File: src/hw/rtl/sec2date_pkg.sv
// Shared widths, bounds and reciprocal constants for the seconds to date/hour converter.
package sec2date_pkg;

	// Port widths
	localparam int unsigned SECS_W   = 39;
	localparam int unsigned YEAR_W   = 14;
	localparam int unsigned MONTH_W  = 4;
	localparam int unsigned DAY_W    = 5;
	localparam int unsigned HOUR_W   = 5;
	localparam int unsigned PACKED_W = 34;

	// Input clamp: 0000-01-01T00 .. 9999-12-31T23:59:59
	localparam logic signed [SECS_W-1:0] SECS_LOW  = -39'sd62167219200;
	localparam logic signed [SECS_W-1:0] SECS_HIGH = 39'sd253402300799;

	// 24 * (719468 + 146097): makes the hour count non-negative, day count shifted
	localparam logic [26:0] HOUR_OFS = 27'd20773560;

	// Reciprocals: m = ceil(2^k / d), k = bits(x) + clog2(d), exact for all x
	localparam int unsigned DIV225_HI_K = 25;   // x < 2^17
	localparam logic [17:0] DIV225_HI_M =
		18'(((64'd1 << DIV225_HI_K) + 64'd224) / 64'd225);
	localparam int unsigned DIV225_LO_K = 33;   // x < 2^25
	localparam logic [25:0] DIV225_LO_M =
		26'(((64'd1 << DIV225_LO_K) + 64'd224) / 64'd225);
	localparam int unsigned DIV3_K = 26;        // x < 2^24
	localparam logic [24:0] DIV3_M =
		25'(((64'd1 << DIV3_K) + 64'd2) / 64'd3);
	localparam int unsigned DIV_ERA_K = 40;     // x < 2^22, d = 146097
	localparam logic [22:0] DIV_ERA_M =
		23'(((64'd1 << DIV_ERA_K) + 64'd146096) / 64'd146097);
	localparam int unsigned DIV1460_K = 29;     // x < 2^18
	localparam logic [18:0] DIV1460_M =
		19'(((64'd1 << DIV1460_K) + 64'd1459) / 64'd1460);
	localparam int unsigned DIV365_K = 27;      // x < 2^18
	localparam logic [18:0] DIV365_M =
		19'(((64'd1 << DIV365_K) + 64'd364) / 64'd365);
	localparam int unsigned DIV100_K = 16;      // x < 2^9
	localparam logic [9:0] DIV100_M =
		10'(((64'd1 << DIV100_K) + 64'd99) / 64'd100);
	localparam int unsigned DIV153_K = 19;      // x < 2^11
	localparam logic [11:0] DIV153_M =
		12'(((64'd1 << DIV153_K) + 64'd152) / 64'd153);

	// Day of year at which month index mp (March = 0) starts: (153*mp + 2) / 5
	function automatic logic [8:0] month_start(input logic [3:0] mp);
		logic [8:0] r;
		case (mp)
			4'd0:    r = 9'd0;
			4'd1:    r = 9'd31;
			4'd2:    r = 9'd61;
			4'd3:    r = 9'd92;
			4'd4:    r = 9'd122;
			4'd5:    r = 9'd153;
			4'd6:    r = 9'd184;
			4'd7:    r = 9'd214;
			4'd8:    r = 9'd245;
			4'd9:    r = 9'd275;
			4'd10:   r = 9'd306;
			4'd11:   r = 9'd337;
			default: r = 9'd0;
		endcase
		return r;
	endfunction

endpackage

File: src/hw/rtl/seconds_to_calendar_date_hour.sv
// Pipelined conversion of signed epoch seconds to Gregorian year, month, day and hour.
//
// Converts a signed count of whole seconds since 1970-01-01T00 into the proleptic
// Gregorian year, month, day and hour, plus a packed decimal yyyymmddhh word.
// A word is taken at every clock edge where start is high (busy is always low:
// the 18-stage pipeline accepts one word per cycle, every cycle). Each result
// appears at stage s18, held for one cycle and flagged by
// done; results leave in input order and the receiver has no way to stall them.
// Inputs outside 0000-01-01T00 .. 9999-12-31T23:59:59 are clamped to the nearest
// bound. Seconds are divided by 3600 truncating toward zero, so the hour either
// side of the epoch both read as 1970-01-01 hour 0; the hour/day split then
// rounds toward minus infinity. Leap seconds are ignored. A computed year 0 is
// reported as 1970 (month, day and hour kept). Every constant division other than
// by a power of two is a multiply by a reciprocal, each in a stage of its own.
module seconds_to_calendar_date_hour (
	input  logic                                      clk,
	input  logic                                      arst_n,
	input  logic                                      start,
	output logic                                      busy,
	input  logic signed [sec2date_pkg::SECS_W-1:0]    epoch_seconds,
	output logic                                      done,
	output logic [sec2date_pkg::YEAR_W-1:0]           year,
	output logic [sec2date_pkg::MONTH_W-1:0]          month,
	output logic [sec2date_pkg::DAY_W-1:0]            day,
	output logic [sec2date_pkg::HOUR_W-1:0]           hour,
	output logic [sec2date_pkg::PACKED_W-1:0]         packed_date_hour
);
	import sec2date_pkg::*;

	localparam int unsigned LATENCY = 18;

	// valid bit per stage, bit i = stage i+1
	logic [LATENCY-1:0] vld_q;

	// stage registers
	logic        neg_s1, neg_s2, neg_s3, neg_s4;
	logic [33:0] n_s1, n_s2;
	logic [9:0]  qh_s2, qh_s3;
	logic [24:0] x_s3;
	logic [26:0] q_s4;
	logic [26:0] hrs_s5;
	logic [21:0] z_s6, z_s7;
	logic [4:0]  hlo_s6;
	logic [4:0]  era_s7, era_s8, era_s9, era_s10, era_s11, era_s12, era_s13, era_s14;
	logic [4:0]  hh_s7, hh_s8, hh_s9, hh_s10, hh_s11, hh_s12, hh_s13, hh_s14, hh_s15;
	logic [4:0]  hh_s16, hh_s17, hh_s18;
	logic [17:0] doe_s8, doe_s9, doe_s10, doe_s11, doe_s12;
	logic [6:0]  a_s9;
	logic [2:0]  b_s9;
	logic        c_s9;
	logic [17:0] t_s10;
	logic [8:0]  yoe_s11, yoe_s12, yoe_s13, yoe_s14;
	logic [1:0]  c100_s12;
	logic [17:0] y365_s12;
	logic [8:0]  doy_s13, doy_s14;
	logic [3:0]  mp_s14;
	logic [3:0]  mon_s15, mon_s16, mon_s17, mon_s18;
	logic [4:0]  day_s15, day_s16, day_s17, day_s18;
	logic [13:0] ysum_s15;
	logic [13:0] year_s16, year_s17, year_s18;
	logic [33:0] yprod_s17;
	logic [16:0] rest_s17;
	logic [33:0] packed_s18;

	// combinational
	logic signed [SECS_W-1:0] sat;
	logic [SECS_W-1:0]        mag;
	logic [34:0]              prod_a;
	logic [16:0]              rh_full;
	logic [50:0]              prod_b;
	logic [48:0]              prod_c;
	logic [44:0]              prod_d;
	logic [4:0]               hh_c;
	logic [21:0]              doe_full;
	logic [36:0]              prod_e;
	logic [2:0]               b_c;
	logic [36:0]              prod_f;
	logic [18:0]              prod_g;
	logic [17:0]              doy_full;
	logic [10:0]              x5;
	logic [22:0]              prod_h;
	logic [8:0]               day_full;
	logic [3:0]               mon_c;
	logic [13:0]              ysum_c;

	always_comb begin
		// clamp, then magnitude / 16 (3600 = 16 * 225)
		if (epoch_seconds < SECS_LOW) begin
			sat = SECS_LOW;
		end else if (epoch_seconds > SECS_HIGH) begin
			sat = SECS_HIGH;
		end else begin
			sat = epoch_seconds;
		end
		mag = sat[SECS_W-1] ? SECS_W'(-sat) : SECS_W'(sat);

		// /225 in two halves: high 17 bits, then remainder:low 17 bits
		prod_a  = n_s1[33:17] * DIV225_HI_M;
		rh_full = 17'(n_s2[33:17] - 17'(qh_s2 * 17'd225));
		prod_b  = x_s3 * DIV225_LO_M;

		// days = hours / 24 = (hours / 8) / 3; hour of day from low bits
		prod_c  = hrs_s5[26:3] * DIV3_M;
		hh_c    = 5'(hlo_s6 - 5'(z_s6[1:0] * 5'd24));

		// 400-year era and day of era
		prod_d   = z_s6 * DIV_ERA_M;
		doe_full = 22'(z_s7 - 22'(era_s7 * 22'd146097));

		// year of era
		prod_e = doe_s8 * DIV1460_M;
		b_c    = 3'(doe_s8 >= 18'd36524) + 3'(doe_s8 >= 18'd73048) +
		         3'(doe_s8 >= 18'd109572) + 3'(doe_s8 >= 18'd146096);
		prod_f = t_s10 * DIV365_M;
		prod_g = yoe_s11 * DIV100_M;

		// day of year, then March-based month
		doy_full = 18'(doe_s12 - (y365_s12 + 18'(yoe_s12[8:2]) - 18'(c100_s12)));
		x5       = 11'({doy_s13, 2'b00} + 11'(doy_s13) + 11'd2);
		prod_h   = x5 * DIV153_M;

		day_full = 9'(doy_s14 - month_start(mp_s14) + 9'd1);
		mon_c    = (mp_s14 < 4'd10) ? 4'(mp_s14 + 4'd3) : 4'(mp_s14 - 4'd9);
		// year + 400, always positive
		ysum_c   = 14'(14'(yoe_s14) + 14'(era_s14 * 14'd400) + 14'(mon_c <= 4'd2));
	end

	always_ff @(posedge clk or negedge arst_n) begin
		if (!arst_n) begin
			vld_q <= '0;
		end else begin
			vld_q <= {vld_q[LATENCY-2:0], start};
		end
	end

	always_ff @(posedge clk) begin
		// s1
		neg_s1 <= sat[SECS_W-1];
		n_s1   <= mag[37:4];
		// s2
		neg_s2 <= neg_s1;
		n_s2   <= n_s1;
		qh_s2  <= prod_a[34:25];
		// s3
		neg_s3 <= neg_s2;
		qh_s3  <= qh_s2;
		x_s3   <= {rh_full[7:0], n_s2[16:0]};
		// s4
		neg_s4 <= neg_s3;
		q_s4   <= {qh_s3, prod_b[49:33]};
		// s5: shifted hour count, >= 0
		hrs_s5 <= neg_s4 ? 27'(HOUR_OFS - q_s4) : 27'(HOUR_OFS + q_s4);
		// s6
		z_s6   <= prod_c[47:26];
		hlo_s6 <= hrs_s5[4:0];
		// s7
		z_s7   <= z_s6;
		era_s7 <= prod_d[44:40];
		hh_s7  <= hh_c;
		// s8
		doe_s8 <= doe_full[17:0];
		era_s8 <= era_s7;
		hh_s8  <= hh_s7;
		// s9
		doe_s9 <= doe_s8;
		a_s9   <= prod_e[35:29];
		b_s9   <= b_c;
		c_s9   <= (doe_s8 == 18'd146096);
		era_s9 <= era_s8;
		hh_s9  <= hh_s8;
		// s10
		t_s10   <= 18'(doe_s9 - 18'(a_s9) + 18'(b_s9) - 18'(c_s9));
		doe_s10 <= doe_s9;
		era_s10 <= era_s9;
		hh_s10  <= hh_s9;
		// s11
		yoe_s11 <= prod_f[35:27];
		doe_s11 <= doe_s10;
		era_s11 <= era_s10;
		hh_s11  <= hh_s10;
		// s12
		c100_s12 <= prod_g[17:16];
		y365_s12 <= 18'(yoe_s11 * 18'd365);
		yoe_s12  <= yoe_s11;
		doe_s12  <= doe_s11;
		era_s12  <= era_s11;
		hh_s12   <= hh_s11;
		// s13
		doy_s13 <= doy_full[8:0];
		yoe_s13 <= yoe_s12;
		era_s13 <= era_s12;
		hh_s13  <= hh_s12;
		// s14
		mp_s14  <= prod_h[22:19];
		doy_s14 <= doy_s13;
		yoe_s14 <= yoe_s13;
		era_s14 <= era_s13;
		hh_s14  <= hh_s13;
		// s15
		mon_s15  <= mon_c;
		day_s15  <= day_full[4:0];
		ysum_s15 <= ysum_c;
		hh_s15   <= hh_s14;
		// s16: drop the 400 bias; year 0 reads as 1970
		year_s16 <= (ysum_s15 <= 14'd400) ? 14'(ysum_s15 + 14'd1570)
		                                  : 14'(ysum_s15 - 14'd400);
		mon_s16  <= mon_s15;
		day_s16  <= day_s15;
		hh_s16   <= hh_s15;
		// s17
		yprod_s17 <= 34'(year_s16 * 34'd1000000);
		rest_s17  <= 17'(17'(mon_s16 * 17'd10000) + 17'(day_s16 * 17'd100) + 17'(hh_s16));
		year_s17  <= year_s16;
		mon_s17   <= mon_s16;
		day_s17   <= day_s16;
		hh_s17    <= hh_s16;
		// s18
		packed_s18 <= 34'(yprod_s17 + 34'(rest_s17));
		year_s18   <= year_s17;
		mon_s18    <= mon_s17;
		day_s18    <= day_s17;
		hh_s18     <= hh_s17;
	end

	// fully pipelined, never refuses a word
	assign busy             = 1'b0;
	assign done             = vld_q[LATENCY-1];
	assign year             = year_s18;
	assign month            = mon_s18;
	assign day              = day_s18;
	assign hour             = hh_s18;
	assign packed_date_hour = packed_s18;

	a_latency: assert property (@(posedge clk) disable iff (!arst_n)
		(start && !busy) |-> ##LATENCY done)
		else $error("result missing after fixed latency");

	a_fields: assert property (@(posedge clk) disable iff (!arst_n)
		done |-> (month >= 4'd1 && month <= 4'd12 && day >= 5'd1 && day <= 5'd31 &&
		          hour <= 5'd23 && year != 14'd0))
		else $error("date field out of range");

	a_packed: assert property (@(posedge clk) disable iff (!arst_n)
		done |-> (packed_date_hour == 34'(34'(year) * 34'd1000000 +
		          34'(month) * 34'd10000 + 34'(day) * 34'd100 + 34'(hour))))
		else $error("packed word disagrees with fields");

	a_era: assert property (@(posedge clk) disable iff (!arst_n)
		vld_q[6] |-> (era_s7 <= 5'd25))
		else $error("era beyond clamped range");

endmodule
File: config.mk
export PLATFORM = sky130hd
export DESIGN_NAME = seconds_to_calendar_date_hour
export DESIGN_NICKNAME = d
export VERILOG_FILES = /design/src/hw/rtl/sec2date_pkg.sv /design/src/hw/rtl/seconds_to_calendar_date_hour.sv
export SDC_FILE = /design/constraint.sdc
export NUM_CORES = 2
export LEC_CHECK = 0
export BUFFER_PORTS_ARGS = -buffer_cell sky130_fd_sc_hd__buf_2
export CAP_MARGIN = 10
export CORE_MARGIN = 2
export CORE_UTILIZATION = 29
export DETAILED_ROUTE_END_ITERATION = 7
export MAX_ROUTING_LAYER = met4
export PLACE_DENSITY_LB_ADDON = 0.15
export SETUP_SLACK_MARGIN = 0.2
export SLEW_MARGIN = 20
export SYNTH_ARGS = -nofsm -noshare
export SYNTH_HDL_FRONTEND = slang
export SYNTH_SLANG_ARGS = --single-unit
File: constraint.sdc
create_clock -name clk -period 18.8 [get_ports clk]
set_input_delay 0.94 -clock clk [delete_from_list [all_inputs] [get_ports clk]]
set_output_delay 0.94 -clock clk [all_outputs]
set_load 0.02 [all_outputs]
# After elaboration in Yosys (flattened, before gate mapping)
# Memory sizes are Yosys's and may differ from the RTL's. A register that Yosys moved wholly into a read port is not among the register bits.
# Cells that the tools add are included.
[word_totals] ff_bits=653 romBits=144 inputBits=42 out_inout_bits=64 word_cells=129 memories=1
[op_classes] addsub=28 mul=16 n_lt_le_gt_ge=9 eq_ne=1 mux=6
[mem_list] memory="(name not given)" depth=16 word_bits=9 read_ports=1 rd_ports_with_merged_regs=1 wr=0 line="sec2date_pkg.sv:48" text="case (mp)"
[op_table] operator="two-way mux 39 bit" n=2
[op_table] operator="multiplier 18 x 16 -> 33 bit, second input constant" n=2
[op_table] operator="multiplier 24 x 24 -> 47 bit, second input constant" n=1
[op_table] operator="multiplier 25 x 22 -> 46 bit, second input constant" n=1
[op_table] operator="multiplier 22 x 22 -> 44 bit, second input constant" n=1
[op_table] operator="greater-than comparator 39 bit, second input constant" n=1
[op_table] operator="< comparator 39 x 37 -> 1 bit, second input constant" n=1
[op_table] operator="two-way mux 38 bit" n=1
[op_table] operator="negator 38 bit" n=1
[op_table] operator=">= comparator 18 x 17 -> 1 bit, second input constant" n=2
[op_table] operator="multiplier 17 x 18 -> 35 bit, second input constant" n=1
[op_table] operator="adder 34 x 17 -> 34 bit" n=1
[op_table] operator="multiplier 14 x 14 -> 28 bit, second input constant" n=1
[op_table] operator="adder 25 x 27 -> 27 bit, first input constant" n=1
[op_table] operator="two-way mux 27 bit" n=1
[op_table] operator="subtractor 25 x 27 -> 27 bit, first input constant" n=1
[op_table] operator="multiplier 11 x 12 -> 23 bit, second input constant" n=1
[op_table] operator="multiplier 5 x 5 -> 10 bit, second input constant" n=2
[op_table] operator="adder 18 x 3 -> 18 bit" n=1
[op_table] operator="== test 18 bit, second input constant" n=1
[op_table] operator=">= comparator 18 x 16 -> 1 bit, second input constant" n=1
[op_table] operator=">= comparator 18 bit, second input constant" n=1
[op_table] operator="multiplier 5 x 18 -> 18 bit, second input constant" n=1
[op_table] operator="subtractor 18 x 1 -> 18 bit" n=1
[op_table] operator="31 further kinds" n=32

# Logic depth before layout (Yosys ltp)
[logic_depth] ltp_word=5 ltp_mapped=33 ltp_nobuf=33

# Worst setup path before layout
# OpenSTA, ideal clock, no wires.
[synth_path] kind="register to register" from="reg doy_s13[0]" to="reg (tool-made name)" setup_ns=0.136 arrival_time_ns=6.671 t_required_ns=18.664 slack_ns=11.993 path_stages_with_launch=31 n_path_buf=0 synth_period_minus_slack_ns=6.807 cell_sequence="dfxtp_1 ha_1 a21o_1 a21oi_1 o21bai_1 a21oi_1 o21bai_1 a21oi_1 nor2b_1 o21ai_0 xnor2_1 ha_1 inv_1 fa_1 fa_1 fa_1 fa_1 inv_1 ha_1 a2111oi_0 nor2_1 a211o_1 a21oi_1 nor2b_1 nor2_1 xor2_1 ha_1 inv_1 or2_2 nand3_1 o21ai_0"
[synth_lines] element="from (decl)" line="seconds_to_calendar_date_hour.sv:55" text="logic [8:0] doy_s13, doy_s14;"
[synth_lines] element="from (signal assigned)" line="seconds_to_calendar_date_hour.sv:189" text="doy_s13 <= doy_full[8:0];"

==> metrics.log <==
[metrics] fin crit period: 7.58 ns
[metrics] standard cell core area: 233000 sq um
[metrics] PortBufs: 104
[metrics] ys flop type: dfxtp_1
[metrics] synthesized flop and latch total: 649
[metrics] floorplan row count: 177
[metrics] Die Y: 489 um
[metrics] CTS H-tree lvls: 3
[metrics] Syn Std Cell Area: 68100 sq um
[metrics] number of synthesized flops with an enable pin: 0
[metrics] distinct cell type count after synthesis: 89
[metrics] nature of the critical path endpoint: flip-flop
[metrics] layout filler cell count: 23.9k
[metrics] Avg Cell Area, Syn: 10.9 sq um
[metrics] most numerous cell in the Yosys netlist: ha_1
[metrics] quantity of gates resized following cts: 0
[metrics] die area: 239000 sq um
[metrics] final worst-path cycle share: 40.3%
[metrics] final HPWL from detailed placement: 127000 um
[metrics] Clock Skews: 0.0538 ns
[metrics] Mapped Cells: 6274
[metrics] largest delay contributor family on the critical path: adder cells
[metrics] Total Negative Setup Slacks: 0 ns
[metrics] sum of buffers and inverters on the critical path: 3
[metrics] number of vias per cell: 4.23
[metrics] first-pass detailed-route iteration total: 6
[metrics] DR vias: 40.8k
[metrics] synthesis warning total: 0
[metrics] wire length of the first global-routing pass: 246000 um
[metrics] area fraction of the dominant cell type after synthesis: 29.6%
[metrics] relative slew slack: 30.9%
[metrics] Peak Freq: 132 MHz
[metrics] fraction of registers with async set/reset: 2.77%
[metrics] maximum number of pins on one net before global-route repair: 38
[metrics] I/O pin total: 106
[metrics] final weighted congestion of routability-driven global placement: 0.829
[metrics] total gr overflow: 0
[metrics] first-iteration detailed-routing DRC count: 1141
[metrics] die boundary width: 489 um
[metrics] type of the setup path with the least slack: reg2reg
[metrics] clock buffers created by TritonCTS: 77
[metrics] number of buffers on the longest clock path: 3
[metrics] count of hold-fix buffers inserted at cts: 0
[metrics] max cap viols: 0
[metrics] highest fanout seen on the critical path: 8
[metrics] area used by multi-input combinational logic: 49300 sq um
[metrics] number of slew-limit violations in the final report: 0
[metrics] most used standard cells in the synthesized netlist: ha_1, inv_1, fa_1, dfxtp_1, xnor2_1
[metrics] CTS tree: built
[metrics] crit path max-delay cell type: fa_1
[metrics] antenna violations before repair: 2
[metrics] clock latency on the worst-skew pair: 0.69 ns
[metrics] number of nets in the final layout: 9068
[metrics] clock-pin transition on the worst setup and hold timing paths: 0.06 ns
[metrics] number of buffers added for setup after CTS: 0
[metrics] non-filler cells, final: 9640
[metrics] GR Util All Layers: 13.4%
[metrics] setup-violating endpoint count in the final report: 0
[metrics] number of clock sinks seen by CTS: 649
[metrics] instance count after placement with tap cells included: 9495
[metrics] outcome: finished clean
[metrics] growth of design area from synthesis to finish: 10.7%
[metrics] number of nets with antenna violations after detailed routing: 0
[metrics] clk root buf: clkbuf_16
[metrics] final routed wire length divided by cell count: 15.4 um
[metrics] area used by sequential logic in the layout: 13100 sq um
[metrics] slew at the pin closest to its max-slew limit: 1.02 ns
[metrics] total wirelength of the detailed-routed design: 148000 um
[metrics] total nets after synthesis: 8900
[metrics] portion of the post-synthesis area used by sequential elements: 19.2%
[metrics] fraction of final layout cells sized beyond drive strength 1: 4.50%
[metrics] final hold viol count: 0
[metrics] Tightest Hold Check Type: in2async
[metrics] top cells by area in the synthesized netlist: ha_1, fa_1, dfxtp_1
[metrics] number of design rule violations left after detail routing: 0
[metrics] Starting Density: 29.2%
[metrics] CP Data Arrival Time: 8.16 ns
[metrics] vias in the first global route: 45.6k
[metrics] startpoint type of the worst setup path: flip-flop
[metrics] slowest cell delay on critical path: 0.55 ns
[metrics] CP required: 19.38 ns
[metrics] setup repair after global routing missed its margin: false
[metrics] dominant cell type by area after synthesis: ha_1
## routing by layer
| metal | vias up | track usage (%) | wire length (um) | share of wire, % |
|---|---|---|---|---|
| met5 | - | - | 0 | 0 |
| met4 | 0 | 2.84 | 2920 | 2.0 |
| met3 | 136 | 1.63 | 3810 | 2.6 |
| met2 | 370 | 23.1 | 72600 | 49 |
| met1 | 19822 | 16.8 | 69000 | 47 |
| li1 | 20451 | - | - | - |
## per-stage QoR
| stage | utilization, % | setup WS [ns] | hold slack [ns] | instance area, sq um |
|---|---|---|---|---|
| final | 32.4 | 11.22 | 0.148 | 75400 |
| after CTS | 32.4 | 11.12 | 0.0813 | 75400 |
| after global routing | 32.4 | 10.54 | 0.119 | 75400 |
| after global placement | 31.1 | 11.12 | 0.311 | 72500 |
| after detailed placement | 31.1 | 11.15 | 0.312 | 72500 |
| after floorplan | - | 11.99 | 0.310 | 68100 |
## flip-flops by register name, summed over array words and instances (netlist names), 22 cells and up, named ones only
| signal | flops |
|---|---|
| n_s2 | 25 |
| z_s6 | 22 |
| n_s1 | 34 |
| packed_date_hour | 34 |
| hrs_s5 | 27 |
| x_s3 | 25 |
| q_s4 | 27 |
| yprod_s17 | 25 |
## final timing paths
path / slack, ns / to / from / depth (start not counted)
max: 11.22 / flip-flop / doy_s13[0] / 30
min in group clk: 0.30 / hh_s10[3] / hh_s9[3] / 0
max in group asynchronous: 18.38 / vld_q[17] / arst_n / 1
min reg2reg: 0.30 / hh_s10[3] / hh_s9[3] / 0
min: 0.15 / vld_q[12] / arst_n / 1
max reg2reg: 11.22 / flip-flop / doy_s13[0] / 30
## cell families after synthesis
group,share of synthesized area [%]
mux,0.108
buf+inv,8.46
flops,19.2
xor+xnor,3.90
compound gates,5.75
fa+ha+maj,58.2
simple gates,4.36
other cells,0.00551
## cell usage in the layout (no fill, tap or decap), drive strengths merged, types with 71 or more instances in the layout
cell type,count
a21o,72
a21oi,188
buf,121
clkbuf,88
dfxtp,631
fa,974
ha,1610
inv,1509
nand2,113
nor2,172
o21ai,116
xnor2,232
xor2,71
## layout make-up
type | instances | share of cell area [%]
clock buffers | 88 | 2.69
clock inverters | 55 | 1.12
diodes | 2 | 0.00664
repair buffers | 121 | 0.859
inverters | 1498 | 7.46
flip-flops and latches | 649 | 17.3
well taps | 3132 | 5.20
multi-input cells | 4095 | 65.3
Power is left out: the tool's default activity adds up to more than one toggle a clock period on the data nets, which glitch-free logic cannot reach.
